### config.mk
export PLATFORM = sky130hd
export DESIGN_NAME = tbc_xform_axis
export DESIGN_NICKNAME = d
export VERILOG_FILES = /design/src/tbc_pkg.sv /design/src/tbc_xform_axis.sv
export SDC_FILE = /design/constraint.sdc
export NUM_CORES = 2
export LEC_CHECK = 0
export BUFFER_PORTS_ARGS = -buffer_cell sky130_fd_sc_hd__buf_2
export CORE_MARGIN = 2
export CORE_UTILIZATION = 30
export DETAILED_ROUTE_END_ITERATION = 8
export MAX_ROUTING_LAYER = met4
export PLACE_DENSITY_LB_ADDON = 0.3
export RECOVER_POWER = 25
export SYNTH_ARGS = -nofsm -noshare
export SYNTH_HDL_FRONTEND = slang
export SYNTH_SLANG_ARGS = --single-unit
### constraint.sdc
create_clock -name clk -period 7.55 [get_ports clk]
set_input_delay 1.8875 -clock clk [delete_from_list [all_inputs] [get_ports clk]]
set_output_delay 1.8875 -clock clk [all_outputs]
set_load 0.05 [all_outputs]
### src/tbc_pkg.sv
// ----------------------------------------------------------------------------
// tbc_pkg
// Widths, types, register indexes and reset values for the bbox center block.
// ----------------------------------------------------------------------------
package tbc_pkg;

	localparam int COORD_WIDTH    = 16;
	localparam int COEF_WIDTH     = 16;
	localparam int COEF_FRAC_BITS = 12;
	localparam int ROW_WIDTH      = 3 * COEF_WIDTH;
	localparam int RES_WIDTH      = 24;
	localparam int PROD_WIDTH     = COORD_WIDTH + COEF_WIDTH;
	localparam int SUM_WIDTH      = PROD_WIDTH + 2;
	localparam int SHIFT_WIDTH    = SUM_WIDTH - COEF_FRAC_BITS;
	localparam int ADD_WIDTH      = RES_WIDTH + 1;
	localparam int CFG_IDX_WIDTH  = 4;
	localparam int CFG_DATA_WIDTH = ROW_WIDTH;
	localparam int NUM_AXES       = 3;

	typedef logic signed [COORD_WIDTH-1:0] coord_t;
	typedef logic signed [RES_WIDTH-1:0]   res_t;
	typedef logic [ROW_WIDTH-1:0]          row_t;

	localparam res_t RES_MAX = {1'b0, {(RES_WIDTH-1){1'b1}}};
	localparam res_t RES_MIN = {1'b1, {(RES_WIDTH-1){1'b0}}};

	// identity rows: 1.0 on the diagonal
	localparam row_t COEF_ONE    = row_t'(1) << COEF_FRAC_BITS;
	localparam row_t ROW_X_RESET = COEF_ONE;
	localparam row_t ROW_Y_RESET = COEF_ONE << COEF_WIDTH;
	localparam row_t ROW_Z_RESET = COEF_ONE << (2 * COEF_WIDTH);

	typedef enum logic [CFG_IDX_WIDTH-1:0] {
		CFG_ROW_X    = 4'd0,
		CFG_ROW_Y    = 4'd1,
		CFG_ROW_Z    = 4'd2,
		CFG_OFFSET_X = 4'd3,
		CFG_OFFSET_Y = 4'd4,
		CFG_OFFSET_Z = 4'd5
	} cfg_idx_t;

	// load strobes for the transform stages
	typedef struct packed {
		logic ld2;
		logic ld3;
	} stage_ctl_t;

endpackage

### src/tbc_xform_axis.sv
// ----------------------------------------------------------------------------
// tbc_xform_axis
// One output axis of the affine transform: products, sum, shift, offset, clamp.
// ----------------------------------------------------------------------------
module tbc_xform_axis (
	input  logic                clk,
	input  tbc_pkg::stage_ctl_t ctl,
	input  tbc_pkg::row_t       row,
	input  tbc_pkg::res_t       offset,
	input  tbc_pkg::coord_t     x_s1,
	input  tbc_pkg::coord_t     y_s1,
	input  tbc_pkg::coord_t     z_s1,
	output tbc_pkg::res_t       res_s3
);

	localparam int CW = tbc_pkg::COEF_WIDTH;

	logic signed [CW-1:0]                  c0, c1, c2;
	logic signed [tbc_pkg::PROD_WIDTH-1:0] p0_s2, p1_s2, p2_s2;
	logic signed [tbc_pkg::SUM_WIDTH-1:0]  sum;
	logic signed [tbc_pkg::SHIFT_WIDTH-1:0] shifted;
	logic signed [tbc_pkg::ADD_WIDTH-1:0]  wide;
	tbc_pkg::res_t                         clamped;

	assign c0 = $signed(row[CW-1:0]);
	assign c1 = $signed(row[2*CW-1:CW]);
	assign c2 = $signed(row[3*CW-1:2*CW]);

	// stage 2: one multiply per coordinate
	always_ff @(posedge clk) begin
		if (ctl.ld2) begin
			p0_s2 <= c0 * x_s1;
			p1_s2 <= c1 * y_s1;
			p2_s2 <= c2 * z_s1;
		end
	end

	// stage 3: exact sum, floor shift, offset, saturate
	always_comb begin
		sum = tbc_pkg::SUM_WIDTH'(p0_s2) + tbc_pkg::SUM_WIDTH'(p1_s2)
			+ tbc_pkg::SUM_WIDTH'(p2_s2);
		shifted = $signed(sum[tbc_pkg::SUM_WIDTH-1:tbc_pkg::COEF_FRAC_BITS]);
		wide = tbc_pkg::ADD_WIDTH'(shifted) + tbc_pkg::ADD_WIDTH'(offset);
		if (wide[tbc_pkg::ADD_WIDTH-1] != wide[tbc_pkg::ADD_WIDTH-2]) begin
			clamped = wide[tbc_pkg::ADD_WIDTH-1] ? tbc_pkg::RES_MIN : tbc_pkg::RES_MAX;
		end else begin
			clamped = wide[tbc_pkg::RES_WIDTH-1:0];
		end
	end

	always_ff @(posedge clk) begin
		if (ctl.ld3) begin
			res_s3 <= clamped;
		end
	end

endmodule

==> flow_summary.yaml <==
clock_tree:
  h-tree-depth: 4
  holdBufCountCts: 0
  clock_latency_ns: 0.43
  cts-root-buf: "clkbuf_16"
  cts_buffers: 17
  path_clk_slew_ns: 0.06
  cts_tree: "done"
  clock_path_buffers: 2
  cts_sinks: 120
floorplanning:
  row_count: 127
  chipHeight_um: 351
  ios: 147
  dieWidth_um: 351
  core_um2: 120000
  dieArea_um2: 123000
  start_util_pct: 30.2
sta:
  slew_headroom_pct: -30.5
  fmaxAchievable_mhz: 135
  fin_crit_ns: 7.39
  grt_setup_unrepaired: "no"
  worst_clock_skew_ns: 0.00992
  drv_slew: 34
  worst_slew_pin_slew_ns: 1.96
  min_period_over_period_pct: 97.8
  final-setup-viol-count: 0
  setup_tns_ns: 0
  hold_viol: 0
  hold_slack_ns: 1.41
drt:
  met2_length_um: 42500
  viasPerCell: 4.42
  drcViolationCount: 0
  wl_met3_um: 2820
  wl_met1_um: 42100
  drtIter0Drc: 1388
  wirelength_um: 88300
  first_pass_iters: 5
  vias: 25600
  routedWlPerCell_um: 15.2
  ant_nets: 0
  highest_layer: "met4"
grt:
  overflow: 0
  grt_max_degree: 65
  grt_pass1_wl_um: 147000
  antenna_found_initial: 0
  grt.total_usage_pct: 15.4
  grt_pass1_vias: 27700
run_status:
  violations: "capacitance limit, slew limit"
  status: "finished, violations left"
layout:
  fin_area_um2: 42000
  nNetsFinal: 5416
  utilization_pct: 35.1
  nFillCells: 12400
  syn_to_final_growth_pct: 16.1
  drive_gt1_share_pct: 13.8
logic_synthesis:
  synth_top_area_share_pct: 45.3
  syn_area_per_cell_um2: 9.60
  yosys.cell_count.top_type: "inv_1"
  synth.net_count: 5010
  synth.area.top_cells: "fa_1, ha_1, edfxtp_1"
  syn_inst: 3767
  yosys_warnings: 0
  ys_seq_elements: 120
  netlist_top_cells_count: "inv_1, fa_1, nand2_1"
  synth_top_area_cell: "fa_1"
  synthesis.area_um2: 36200
  ys_types: 72
  synth-edff-count: 120
  synthArstFlopShare_pct: 0
  ys_seq_area_share_pct: 9.97
  synthFlopType: "edfxtp_1"
flow_run:
  maxCapViolations: 1
placement:
  gp_congestion: 0.858
  io_buffers: 146
  post_dp_cell_area_um2: 41200
  dp_hpwl_um: 78600
setup_path:
  crit_chain: "buf_8 > nand2_4 > fa_1 > inv_2 > fa_1 > inv_2 > fa_1 > inv_2 > fa_1 > fa_1 > inv_1 > fa_1 > inv_2 > ha_4 > a21oi_2 > o21ai_2 > or3_1 > o21ba_4 > and3_4 > o41a_1 > a221o_1 > a21oi_2 > xnor2_1"
  crit_slowest_cell: "fa_1"
  cpPeakStageDelay_ns: 0.57
  cp.required_ns: 7.72
  cp_common_cell: "fa_1"
  critPathLaunchType: "primary input"
  cp-end-kind: "flip-flop"
  path_max_fanout: 4
  worstPathArrival_ns: 7.55
  crit_type: "in -> reg"
worst_hold_path:
  min_path_type: "reg -> reg"
## cell families (layout without fill, tap and decap cells)
| logic type | Yosys count | after routing | share of synthesized area (%) |
|---|---|---|---|
| flip-flops | 120 | 120 | 9.97 |
| adder cells (fa/ha/maj) | 1128 | 1128 | 56.0 |
| other | 0 | 1 | 0 |
| buffers and inverters | 1039 | 1457 | 10.8 |
| AND/OR/NAND/NOR | 1018 | 1018 | 14.0 |
| XOR/XNOR | 144 | 144 | 3.49 |
| multiplexers | 1 | 1 | 0.0277 |
| AO/OA/AOI/OAI | 317 | 317 | 5.71 |
## worst paths after layout
| check | from | endpoint | slack [ns] | cells after the start |
|---|---|---|---|---|
| setup / recovery | row[5] | p0_s2[31] | 0.16 | 23 |
| hold / removal | p1_s2[11] | res_s3[0] | 1.41 | 7 |
| setup reg to reg | p0_s2[12] | res_s3[16] | 1.29 | 19 |
| hold reg to reg | p1_s2[11] | res_s3[0] | 1.41 | 7 |
## layer usage
metal,track usage (%),vias to the layer above
met1,21.6,13000
met3,0.947,50
li1,-,12100
met4,2.01,0
met2,25.3,452
met5,-,-
## repair_timing
action	CTS	global route
setup buffers	0	3
gates resized for setup	0	62
endpoints found under the setup margin	0	6
## state kept, by name, summed over array words and instances (netlist names)
signal  cells
res_s3     24
p2_s2      32
p1_s2      32
p0_s2      32
## critical path, delay by kind of cell
| kind | cells | cell delay [ns] |
|---|---|---|
| compound gates | 6 | 1.39 |
| xor+xnor | 1 | 0.07 |
| fa+ha+maj | 7 | 3.34 |
| buf+inv | 6 | 0.32 |
| simple gates | 3 | 0.52 |
## area by class of cell
type	instances	area, µm²	area share [%]
Multi-Input combinational cell	2608	28800	68.6
Timing Repair Buffer	500	3510	8.36
Sequential cell	120	3600	8.58
Inverter	926	3480	8.28
Antenna cell	1	2.50	0.00596
Clock buffer	17	425	1.01
Clock inverter	14	171	0.408
Tap cell	1612	2020	4.80
## layout by cell type (no fill, tap or decap), drive strengths merged, types with 49 or more instances in the layout
cell type,n
nand2,403
edfxtp,120
buf,487
o21ai,51
ha,302
a21oi,114
and2,372
xnor2,106
inv,930
fa,818
nor2,102
a21o,49
## through the flow
| step | setup slack (ns) | std cells |
|---|---|---|
| final | 0.165 | 5798 |
| after global routing | 0.000362 | 5797 |
| after CTS | 0.151 | 5794 |
| after detailed placement | -0.314 | 5763 |
| after global placement | -0.262 | 5763 |
| after floorplan | 0.0153 | 3767 |
Power is not shown: default switching activity piles up to over one toggle a cycle in this logic, so the estimate is an artifact.
